## src/hdl/sft_pkg.sv

```systemverilog
// Shared types and constants of the sprite frame transform block.
package sft_pkg;

    localparam int MAX_WIDTH_DEF  = 64;
    localparam int MAX_HEIGHT_DEF = 64;

    localparam int COORD_W    = 7;
    localparam int SIZE_W     = 7;
    localparam int PIX_W      = 8;
    localparam int OP_W       = 4;
    localparam int CFG_IDX_W  = 2;
    localparam int CFG_DATA_W = 8;

    localparam int QUEUE_DEPTH = 2;

    localparam logic [SIZE_W-1:0] FRAME_WIDTH_RST  = SIZE_W'(16);
    localparam logic [SIZE_W-1:0] FRAME_HEIGHT_RST = SIZE_W'(16);
    localparam logic [PIX_W-1:0]  EXCLUDE_RST      = '0;
    localparam logic [PIX_W-1:0]  INVERT_BASE      = PIX_W'(31);

    typedef enum logic [OP_W-1:0] {
        OP_IDENTITY   = 4'd0,
        OP_FLIP_H     = 4'd1,
        OP_FLIP_V     = 4'd2,
        OP_SHIFT_UP   = 4'd3,
        OP_SHIFT_DOWN = 4'd4,
        OP_SHIFT_LEFT = 4'd5,
        OP_SHIFT_RGHT = 4'd6,
        OP_ROT90      = 4'd7,
        OP_ENLARGE    = 4'd8,
        OP_SHRINK     = 4'd9,
        OP_SPREAD_H   = 4'd10,
        OP_SPREAD_V   = 4'd11,
        OP_INVERT     = 4'd12,
        OP_RAINBOW    = 4'd13,
        OP_RAINBOW_EX = 4'd14
    } op_t;

    typedef enum logic [CFG_IDX_W-1:0] {
        CFG_FRAME_WIDTH   = 2'd0,
        CFG_FRAME_HEIGHT  = 2'd1,
        CFG_OPERATION     = 2'd2,
        CFG_EXCLUDE_COLOR = 2'd3
    } cfg_idx_t;

    typedef struct packed {
        logic is_read;
        logic reject;
    } cmd_ctl_t;

endpackage

```

## src/hdl/sft_queue.sv

```systemverilog
// Small command queue between the front end and the frame store.
module sft_queue #(
    parameter int DATA_W = 8,
    parameter int DEPTH  = sft_pkg::QUEUE_DEPTH
) (
    input  logic                         clk,
    input  logic                         rst_n,
    input  logic                         push,
    input  logic [DATA_W-1:0]            wr_data,
    output logic                         full,
    input  logic                         pop,
    output logic                         rd_valid,
    output logic [DATA_W-1:0]            rd_data,
    output logic [$clog2(DEPTH+1)-1:0]   level
);

    localparam int PW = (DEPTH > 1) ? $clog2(DEPTH) : 1;
    localparam int LW = $clog2(DEPTH + 1);

    logic [DATA_W-1:0] entry_reg [DEPTH];
    logic [PW-1:0]     wr_ptr_reg;
    logic [PW-1:0]     wr_ptr_next;
    logic [PW-1:0]     rd_ptr_reg;
    logic [PW-1:0]     rd_ptr_next;
    logic [LW-1:0]     level_reg;
    logic [LW-1:0]     level_next;

    always_comb
    begin
        wr_ptr_next = wr_ptr_reg;
        rd_ptr_next = rd_ptr_reg;
        level_next  = level_reg;
        if (push)
            wr_ptr_next = (wr_ptr_reg == PW'(DEPTH - 1)) ? '0 : wr_ptr_reg + PW'(1);
        if (pop)
            rd_ptr_next = (rd_ptr_reg == PW'(DEPTH - 1)) ? '0 : rd_ptr_reg + PW'(1);
        if (push && !pop)
            level_next = level_reg + LW'(1);
        else if (pop && !push)
            level_next = level_reg - LW'(1);
    end

    always_ff @(posedge clk or negedge rst_n)
    begin
        if (!rst_n)
        begin
            wr_ptr_reg <= '0;
            rd_ptr_reg <= '0;
            level_reg  <= '0;
        end
        else
        begin
            wr_ptr_reg <= wr_ptr_next;
            rd_ptr_reg <= rd_ptr_next;
            level_reg  <= level_next;
        end
    end

    always_ff @(posedge clk)
    begin
        if (push)
            entry_reg[wr_ptr_reg] <= wr_data;
    end

    assign full     = (level_reg == LW'(DEPTH));
    assign rd_valid = (level_reg != '0);
    assign rd_data  = entry_reg[rd_ptr_reg];
    assign level    = level_reg;

endmodule

```

## config.mk

```make
export PLATFORM = sky130hd
export DESIGN_NAME = sft_queue
export DESIGN_NICKNAME = d
export VERILOG_FILES = /design/src/hdl/sft_pkg.sv /design/src/hdl/sft_queue.sv
export SDC_FILE = /design/constraint.sdc
export NUM_CORES = 1
export LEC_CHECK = 0
export BUFFER_PORTS_ARGS = -buffer_cell sky130_fd_sc_hd__clkbuf_2
export CAP_MARGIN = 30
export CORE_MARGIN = 2
export CORE_UTILIZATION = 40
export DETAILED_ROUTE_END_ITERATION = 7
export PLACE_DENSITY_LB_ADDON = 0.15
export SLEW_MARGIN = 20
export SYNTH_ARGS = -nofsm -noshare
export SYNTH_HDL_FRONTEND = slang
export SYNTH_SLANG_ARGS = --single-unit
```

## constraint.sdc

```tcl
create_clock -name clk -period 1.05 [get_ports clk]
set_input_delay 0.0525 -clock clk [delete_from_list [all_inputs] [get_ports clk]]
set_output_delay 0.0525 -clock clk [all_outputs]
set_load 0.03 [all_outputs]
```

==> key figures <==
Yosys
  • Distinct cell type count after synthesis: 13
  • Post-synthesis sequential area ratio: 0.751
  • Mux share of post-synthesis cell area: 0.117
  • Adder-cell share of the synthesized area: 0.0162
  • Mapped Nets: 54
  • Post-Synth XOR/XNOR Area: 0.0566
  • Syn Area/Cell: 18.9 um2
  • Synth Area in Compound Gates: 0
  • Mapped Area: 773 um2
  • Seq cells post-synth: 20
  • Largest family of logic cells by synthesized area: multiplexers
  • Synthesis warning total: 0
  • Post-Synth Simple-Gate Area: 0.0405
  • Post-Syn Instances: 41

Finish
  • Post-layout nets: 102
  • Post-Layout Cell Count: 113
  • Area Overhead vs Synth: 64.6%
  • Max reg flops: 16
  • # fillers: 128
  • Fin area: 1270 um2
  • Share of post-route cells with drive strength above 1: 0.580
  • # diodes: 0

Placement
  • Placed cells: 93
  • Pre-CTS setup slack: -0.111 ns
  • HPWL Detailed: 842 um
  • I/O Buffers: 23
  • Routability Congestion: 0.696
  • Placed inst area: 948 um2

Die
  • Die H: 48.0 um
  • Die area: 2300 um2
  • Core area: 1760 um2
  • Initial cell density of the core: 0.438
  • I/O pins: 24
  • Num rows: 15
  • Die Wd: 48.0 um

Drt
  • Iteration-0 DRC Markers: 17
  • DRT antenna net count: 0
  • # DRC: 0
  • WL final: 1.51 mm
  • Drt pass-1 iters: 4
  • Wire length per cell: 13.3 um
  • DR vias/cell: 4.55
  • DR vias: 514

Setup path
  • Critical path class: flip-flop to output pin
  • CP required: 1.00 ns
  • Crit. End Element: output pin
  • Critical-path cell list: buf_6, mux2_4, buf_8
  • Worst reg2reg startpoint: level[0]
  • Critical-path top delay cell: dfrtp_2
  • Critical Path AT: 1.33 ns
  • R2r endpoint: level[1]
  • CP max FO: 4
  • Flop2flop setup slack: -0.01 ns
  • Element type at the critical path start: flip-flop
  • Worst Reg2Reg Path Length in Cells: 4
  • Slowest cell delay on critical path: 0.44 ns

GRT
  • First-pass GRT wire length: 2.05 mm
  • Gr usage total: 0.145
  • GR Overflow Total: 0
  • Number of global-route vias before repair: 490
  • Initial antenna violation count: 0
  • Largest net degree at the start of global routing: 12

Clock network
  • Clock buffer depth: 2
  • CTS H-tree depth: 1
  • Total CTS buffers: 3
  • Root buf cell: clkbuf_4
  • TritonCTS clock tree: built
  • Clk Latency, worst-skew pair: 0.29 ns
  • Worst-path clk slew: 0.11 ns
  • Num Clock Sinks: 20

STA
  • Tcrit/Tclk final: 1.32
  • Worst-Margin Slew: 0.171 ns
  • Max Freq: 723 MHz
  • # setup viols final: 11
  • Clock Skews: 0.00575 ns
  • Final Hold Fails: 0
  • Setup repair after global routing missed its margin: yes
  • Final Critical Period: 1.38 ns
  • Max_slew headroom: 0.887
  • Pins Over Slew Limit: 0
  • PnR worst setup slack: -0.334 ns

Hold path
  • Type of the most critical hold path: input pin to async pin

Power and ir drop
  • Peak VDD IR: 1.96 mV
  • PD cells: 2790 nW/um2
  • Pleak: 0.000544 uW

Run status
  • Status: complete, but fails checks
  • Failing checks: negative setup slack

Run
  • Max cap viols: 0
-- worst max-delay path: cells and delay by family, from the launching register on --
kind,cells,cell delay (ns)
flops,1,0.44
buf+inv,2,0.28
mux,1,0.31
-- layout by cell type, fill, tap and decap left out --
cell and count:
and2_1 1, and2b_2 1, buf_4 7, buf_6 3, buf_8 10, clkbuf_2 13
clkbuf_4 3, clkbuf_8 1, dfrtp_1 3, dfrtp_2 1, dlygate4sd3_1 11, edfxtp_1 16
ha_1 1, inv_1 1, mux2_2 4, mux2_4 4, nor2_2 1, nor2b_2 1
or2_4 1, xnor2_1 1, xor2_1 3, xor2_2 1
-- worst max-delay path by stage --
stage                     startpoint          to  slack [ns]  depth (start not counted)
after floorplan             level[0]    level[1]        0.02                          3
after global placement    rd_ptr_reg  rd_data[4]       -0.12                          2
after detailed placement  rd_ptr_reg  rd_data[4]       -0.11                          2
after CTS                 rd_ptr_reg  rd_data[4]       -0.33                          3
after global routing      rd_ptr_reg  rd_data[6]       -0.39                          3
final                     rd_ptr_reg  rd_data[6]       -0.33                          3
-- logic make-up after synthesis --
logic type	count (synthesis)
XOR/XNOR	5
flip-flops	20
multiplexers	8
adder cells (fa/ha/maj)	1
AND/OR/NAND/NOR	5
buffers and inverters	2
-- per-stage QoR --
step | total power (uW) | hold WS [ns] | TNS [ns] | utilization
2_1_floorplan | 2050 | -0.243 | 0 | -
3_3_place_gp | 2380 | -0.133 | -0.890 | 0.538
3_5_place_dp | 2390 | -0.134 | -0.798 | 0.538
4_1_cts | 3350 | 0.0631 | -2.82 | 0.698
5_1_grt | 3710 | 0.0526 | -3.43 | 0.721
6_report | 3550 | 0.0726 | -2.79 | 0.721
-- where the power goes --
group	leakage, uW	internal [uW]	switching [uW]	total [uW]
logic	0.000327	1030	894	1920
registers	0.000196	1080	112	1190
clock network	0.0000210	211	219	430
total	0.000544	2320	1230	3550
-- per-layer routing --
metal  global-route usage  part of all wire
met1                0.140              0.38
met2                0.248              0.57
met3               0.0491             0.035
met5                    0                 0
met4                0.119             0.014
-- Yosys cell counts --
cell | count | area share
xnor2_1 | 1 | 0.011
dfrtp_1 | 4 | 0.13
xor2_1 | 4 | 0.045
nor2_1 | 1 | 0.0048
ha_1 | 1 | 0.016
mux2_2 | 8 | 0.12
inv_1 | 1 | 0.0048
nor2b_1 | 1 | 0.0081
edfxtp_1 | 16 | 0.62
and2_1 | 1 | 0.0081
or2_2 | 1 | 0.0081
and2b_2 | 1 | 0.011
buf_6 | 1 | 0.015
-- final cells by class --
class,instances,area [um2],share of cell area
clock buffers,4,36.3,0.0285
multi-input cells,19,208,0.163
inverters,1,3.75,0.00295
repair buffers,44,412,0.324
flip-flops and latches,20,582,0.457
well taps,25,31.3,0.0246
-- repair_timing --
| item | in CTS | in global routing |
|---|---|---|
| pin swaps | 0 | 3 |
| hold endpoints to repair | 22 | 0 |
| hold buffers | 11 | 0 |
| gates resized for setup | 25 | 17 |
| buffers inserted | 5 | 0 |
| endpoints found under the setup margin | 10 | 11 |
Power figures use the tool's default switching activity.
