==> src/hdl/sft_pkg.sv <==
// Shared types and constants of the sprite frame transform block.
package sft_pkg;

    localparam int MAX_WIDTH_DEF  = 64;
    localparam int MAX_HEIGHT_DEF = 64;

    localparam int COORD_W    = 7;
    localparam int SIZE_W     = 7;
    localparam int PIX_W      = 8;
    localparam int OP_W       = 4;
    localparam int CFG_IDX_W  = 2;
    localparam int CFG_DATA_W = 8;

    localparam int QUEUE_DEPTH = 2;

    localparam logic [SIZE_W-1:0] FRAME_WIDTH_RST  = SIZE_W'(16);
    localparam logic [SIZE_W-1:0] FRAME_HEIGHT_RST = SIZE_W'(16);
    localparam logic [PIX_W-1:0]  EXCLUDE_RST      = '0;
    localparam logic [PIX_W-1:0]  INVERT_BASE      = PIX_W'(31);

    typedef enum logic [OP_W-1:0] {
        OP_IDENTITY   = 4'd0,
        OP_FLIP_H     = 4'd1,
        OP_FLIP_V     = 4'd2,
        OP_SHIFT_UP   = 4'd3,
        OP_SHIFT_DOWN = 4'd4,
        OP_SHIFT_LEFT = 4'd5,
        OP_SHIFT_RGHT = 4'd6,
        OP_ROT90      = 4'd7,
        OP_ENLARGE    = 4'd8,
        OP_SHRINK     = 4'd9,
        OP_SPREAD_H   = 4'd10,
        OP_SPREAD_V   = 4'd11,
        OP_INVERT     = 4'd12,
        OP_RAINBOW    = 4'd13,
        OP_RAINBOW_EX = 4'd14
    } op_t;

    typedef enum logic [CFG_IDX_W-1:0] {
        CFG_FRAME_WIDTH   = 2'd0,
        CFG_FRAME_HEIGHT  = 2'd1,
        CFG_OPERATION     = 2'd2,
        CFG_EXCLUDE_COLOR = 2'd3
    } cfg_idx_t;

    typedef struct packed {
        logic is_read;
        logic reject;
    } cmd_ctl_t;

endpackage

==> src/hdl/sft_if.sv <==
// Handshake channels of the sprite frame transform block.
interface sft_req_if;
    logic                         valid;
    logic                         ready;
    logic                         req_type;
    logic [sft_pkg::COORD_W-1:0]  pos_x;
    logic [sft_pkg::COORD_W-1:0]  pos_y;
    logic [sft_pkg::PIX_W-1:0]    write_pixel;

    modport source (output valid, req_type, pos_x, pos_y, write_pixel, input ready);
    modport sink (input valid, req_type, pos_x, pos_y, write_pixel, output ready);
endinterface


==> src/hdl/sft_front.sv <==
// Front end: bounds check and coordinate mapping of incoming items.
module sft_front #(
    parameter int MAX_WIDTH  = sft_pkg::MAX_WIDTH_DEF,
    parameter int MAX_HEIGHT = sft_pkg::MAX_HEIGHT_DEF,
    parameter int ADDR_W     = $clog2(MAX_WIDTH * MAX_HEIGHT)
) (
    input  logic [sft_pkg::SIZE_W-1:0]  frame_width,
    input  logic [sft_pkg::SIZE_W-1:0]  frame_height,
    input  logic [sft_pkg::OP_W-1:0]    operation,
    sft_req_if.sink                     req,
    input  logic                        q_full,
    output logic                        push,
    output sft_pkg::cmd_ctl_t           ctl,
    output logic [ADDR_W-1:0]           addr,
    output logic [sft_pkg::PIX_W-1:0]   wdata
);

    localparam int SW = sft_pkg::SIZE_W;

    logic [SW-1:0] w;
    logic [SW-1:0] h;
    logic [SW-1:0] x;
    logic [SW-1:0] y;
    logic [SW-1:0] sx;
    logic [SW-1:0] sy;
    logic [SW:0]   ow;
    logic [SW:0]   oh;

    assign x = req.pos_x;
    assign y = req.pos_y;

    always_comb
    begin
        if (frame_width == '0)
            w = SW'(1);
        else if (int'(frame_width) > MAX_WIDTH)
            w = SW'(MAX_WIDTH);
        else
            w = frame_width;
        if (frame_height == '0)
            h = SW'(1);
        else if (int'(frame_height) > MAX_HEIGHT)
            h = SW'(MAX_HEIGHT);
        else
            h = frame_height;
    end

    always_comb
    begin
        ow = {1'b0, w};
        oh = {1'b0, h};
        case (sft_pkg::op_t'(operation))
            sft_pkg::OP_ENLARGE:
            begin
                ow = {w, 1'b0};
                oh = {h, 1'b0};
            end
            sft_pkg::OP_SHRINK:
            begin
                ow = {2'b00, w[SW-1:1]};
                oh = {2'b00, h[SW-1:1]};
            end
            sft_pkg::OP_SPREAD_H: ow = {w, 1'b0};
            sft_pkg::OP_SPREAD_V: oh = {h, 1'b0};
            default: ;
        endcase
    end

    always_comb
    begin
        sx = x;
        sy = y;
        if (req.req_type)
        begin
            case (sft_pkg::op_t'(operation))
                sft_pkg::OP_FLIP_H:     sx = w - SW'(1) - x;
                sft_pkg::OP_FLIP_V:     sy = h - SW'(1) - y;
                sft_pkg::OP_SHIFT_UP:   sy = (y + SW'(1) == h) ? '0 : y + SW'(1);
                sft_pkg::OP_SHIFT_DOWN: sy = (y == '0) ? h - SW'(1) : y - SW'(1);
                sft_pkg::OP_SHIFT_LEFT: sx = (x + SW'(1) == w) ? '0 : x + SW'(1);
                sft_pkg::OP_SHIFT_RGHT: sx = (x == '0) ? w - SW'(1) : x - SW'(1);
                sft_pkg::OP_ROT90:
                begin
                    if (w == h)
                    begin
                        sx = y;
                        sy = w - SW'(1) - x;
                    end
                end
                sft_pkg::OP_ENLARGE:
                begin
                    sx = {1'b0, x[SW-1:1]};
                    sy = {1'b0, y[SW-1:1]};
                end
                sft_pkg::OP_SHRINK:
                begin
                    sx = {x[SW-2:0], 1'b0};
                    sy = {y[SW-2:0], 1'b0};
                end
                sft_pkg::OP_SPREAD_H: if (x >= w) sx = x - w;
                sft_pkg::OP_SPREAD_V: if (y >= h) sy = y - h;
                default: ;
            endcase
        end
    end

    always_comb
    begin
        ctl.is_read = req.req_type;
        if (req.req_type)
            ctl.reject = ({1'b0, x} >= ow) || ({1'b0, y} >= oh);
        else
            ctl.reject = (x >= w) || (y >= h);
    end

    assign addr      = ADDR_W'(sy) * ADDR_W'(MAX_WIDTH) + ADDR_W'(sx);
    assign wdata     = req.write_pixel;
    assign req.ready = !q_full;
    assign push      = req.valid && !q_full;

endmodule

==> src/flat_wrapper.sv <==
// flat-port wrapper written by rule: the top's interface ports become plain ports
module sft_front_flat 
#(
    parameter int MAX_WIDTH  = sft_pkg::MAX_WIDTH_DEF,
    parameter int MAX_HEIGHT = sft_pkg::MAX_HEIGHT_DEF,
    parameter int ADDR_W     = $clog2(MAX_WIDTH * MAX_HEIGHT)
)
  (frame_width, frame_height, operation, q_full, push, ctl, addr, wdata, req_valid, req_req_type, req_pos_x, req_pos_y, req_write_pixel, req_ready);
  sft_req_if req_i ();
  input  logic [sft_pkg::SIZE_W-1:0] frame_width;
  input  logic [sft_pkg::SIZE_W-1:0] frame_height;
  input  logic [sft_pkg::OP_W-1:0] operation;
  input  logic q_full;
  output logic push;
  output sft_pkg::cmd_ctl_t ctl;
  output logic [ADDR_W-1:0] addr;
  output logic [sft_pkg::PIX_W-1:0] wdata;
  input wire logic [$bits(req_i.valid)-1:0] req_valid;
  input wire logic [$bits(req_i.req_type)-1:0] req_req_type;
  input wire logic [$bits(req_i.pos_x)-1:0] req_pos_x;
  input wire logic [$bits(req_i.pos_y)-1:0] req_pos_y;
  input wire logic [$bits(req_i.write_pixel)-1:0] req_write_pixel;
  output wire logic [$bits(req_i.ready)-1:0] req_ready;
  assign req_i.valid = req_valid;
  assign req_i.req_type = req_req_type;
  assign req_i.pos_x = req_pos_x;
  assign req_i.pos_y = req_pos_y;
  assign req_i.write_pixel = req_write_pixel;
  assign req_ready = req_i.ready;
  sft_front #(.MAX_WIDTH(MAX_WIDTH), .MAX_HEIGHT(MAX_HEIGHT), .ADDR_W(ADDR_W)) u_core (.frame_width(frame_width), .frame_height(frame_height), .operation(operation), .req(req_i), .q_full(q_full), .push(push), .ctl(ctl), .addr(addr), .wdata(wdata));
endmodule
==> config.mk <==
export PLATFORM = sky130hd
export DESIGN_NAME = sft_front_flat
export DESIGN_NICKNAME = d
export VERILOG_FILES = /design/src/hdl/sft_pkg.sv /design/src/hdl/sft_if.sv /design/src/hdl/sft_front.sv /design/src/flat_wrapper.sv
export SDC_FILE = /design/constraint.sdc
export NUM_CORES = 1
export LEC_CHECK = 0
export ABC_AREA = 1
export ABC_CLOCK_PERIOD_IN_PS = 7730
export BUFFER_PORTS_ARGS = -buffer_cell sky130_fd_sc_hd__buf_2
export CORE_AREA = 2 2 94 96
export DETAILED_ROUTE_END_ITERATION = 12
export DIE_AREA = 0 0 96 98
export GPL_TIMING_DRIVEN = 0
export MAX_ROUTING_LAYER = met4
export PLACE_DENSITY_LB_ADDON = 0.3
export SYNTH_ARGS = -nofsm -noshare
export SYNTH_HDL_FRONTEND = slang
export SYNTH_SLANG_ARGS = --single-unit
==> constraint.sdc <==
create_clock -name vclk -period 7.73
set_clock_uncertainty 0.2 [all_clocks]
set_input_delay 1.1595 -clock vclk [all_inputs]
set_output_delay 1.1595 -clock vclk [all_outputs]
set_load 0.02 [all_outputs]
==> results.toml <==
[status]
outcome = "complete, no violations"

[clocking]
hold_buffers = 0
postCtsResizedCells = 0
post_cts_buffers = 0

[cells_and_area]
nClkBuffers = 0
utilization_pct = 53.93
diodes = 0
seq_cell_count = 0
mostFrequentLayoutCell = "nand2_1"
register_area_um2 = 0
final_cells = 924
fin_nets = 914
layout-drive-gt1-share_pct = 14.46
syn_to_final_growth_pct = 10.41
fill_cells = 908
final_cell_mix = "nand2_1, inv_1, nor2_1, nand3_1, buf_2"

[die]
die_x_um = 96
row_count = 34
core_area_mm2 = 0.008466
initial_core_util_pct = 48.85
die_h_um = 98
ios = 67
die_area_mm2 = 0.009408

[global_routing]
grt_usage_pct = 31.91
use_met1_pct = 46.06
grt_max_degree = 11
grt_util_met3_pct = 3.086
top_usage_layer = "met2"
grt_pass1_vias = 4879
grt_first_pass_wirelength_mm = 23.66
use_met2_pct = 48.18
antenna_found_initial = 0
grt-ovfl-total = 0

[sta]
slew_headroom_pct = 54.19
layout_setup_ws_ns = 1.500
hold_viol = 0
fin_crit_sh_pct = 80.59
drv_slew = 0
fmax_mhz = 160.5
setup_tns_ns = 0
period_needed_ns = 6.230
rsz0062_at_grt = "no"
setup_viol = 0
tightest_slew_ns = 0.6826

[worst_setup_path]
crit_required_ns = 6.37
path_common_cell = "nand2_1"
critical_path.max_fanout = 8
end_kind = "output port"
crit_chain = "buf_2, nor2_1, nand3_1, nand2_1, nand2_1, o21ai_0, inv_1, fa_1, o21ai_0, a21oi_1, nor2_1, nor2_1, nand2_1, nand3_1, nand4_1, nand2_1, inv_1, ha_1, ha_1, nand3_1, inv_1, nand4_1, nand2_1, buf_2"
start_kind = "input port"
max_stage_delay_ns = 0.60
crit_slowest_cell = "o21ai_0"
crit_type = "in -> out"
cp.arrival_ns = 4.87

[detailed_routing]
ant_nets = 0
vias = 5321
via_per_inst = 5.759
wl_per_cell_um = 15.88
routed_wl_mm = 14.67
drc = 0
drtPass1Iterations = 5
drtIter0Drc = 422

[synth]
synth_compound_area_share_pct = 19.73
synth_top_family_by_area = "simple AND/OR/NAND/NOR gates"
synthXorXnorAreaFrac_pct = 6.354
synth_fp_nets = 853
synthSimpleGateAreaFrac_pct = 43.84
ys_warn_count = 0
synth_mux_area_share_pct = 0
synthAdderAreaFrac_pct = 16.76
ys_seq_area_share_pct = 0
post_synth_num_cell_types = 39
syn_area_mm2 = 0.004135
avgSynthCellArea_um2 = 5.463
postSynthCellCount = 757

[placement]
hpwlAfterDp_mm = 11.71
portBuffers = 59
pre_cts_slack_ns = 1.635
post-place-cells = 924
place.gp.congestion = 0.9559

[pwr]
ir_worst_vdd_mv = 0.03803
p_per_area_mw_per_mm2 = 72.65
power.total_uw = 331.7
leakage_uw = 0.002407

[job]
drv_cap = 0

[worst_hold_path]
hp-class = "in -> out"
[layer usage]
metal / vias up / part of all wire, % / wire (um)
met1: 2347 / 45 / 6629
li1: 2640 / - / -
met2: 303 / 42 / 6213
met3: 31 / 10 / 1501
met4: 0 / 2.2 / 327
met5: - / 0 / 0
[area by class of cell]
class                           count  area [um2]  area share, %
Inverter                          107       406.6          8.907
Multi-Input combinational cell    628        3585          78.51
Tap cell                          108       135.1          2.960
Buffer                             22       143.9          3.152
Timing Repair Buffer               59       295.3          6.468
[per-stage QoR]
step | area, um2 | hold WS (ns)
finish | 4566 | 2.336
global route | 4566 | 2.338
CTS | 4566 | 2.337
detailed placement | 4566 | 2.337
global placement | 4566 | 2.338
floorplan | 4135 | 2.196
[power by group]
group / switching, uW / internal (uW)
clock: 0 / 0
sequential: 0 / 0
combinational: 218 / 114
total: 218 / 114
[kinds of logic (layout without fill, tap and decap cells)]
group / after synthesis / after routing
AO/OA/AOI/OAI: 140 / 140
XOR/XNOR: 30 / 30
adder cells (fa/ha/maj): 53 / 53
buffers and inverters: 129 / 188
AND/OR/NAND/NOR: 405 / 405
[critical path, delay by kind of cell]
kind            cells  cell delay [ns]
compound gates      3             1.02
buf+inv             5             0.56
fa+ha+maj           3             0.81
simple gates       13             1.31
[synth_stat cells (5+ instances only)]
master,count,area share [%]
nand2_1,189,17
inv_1,98,8.9
nor2_1,89,8.1
nand3_1,66,8.0
a21oi_1,55,6.7
ha_1,49,15
o21ai_0,29,3.5
xor2_1,23,4.9
nand4_1,19,2.9
o22ai_1,12,1.8
buf_4,10,1.8
nand2_2,10,1.5
o21ai_1,10,1.2
nor3_1,8,0.97
buf_2,7,0.85
inv_2,7,0.64
nor2_2,7,1.1
xnor2_1,7,1.5
nand3_2,6,1.5
o221ai_1,6,1.3
o211ai_1,5,0.91
o21bai_1,5,0.91
[final timing paths]
check,endpoint,depth (start not counted),from,slack [ns]
max,addr[10],24,frame_width[2],1.50
min,wdata[0],2,req_write_pixel[0],2.34
Note: power is estimated with default switching activity, not from simulation.
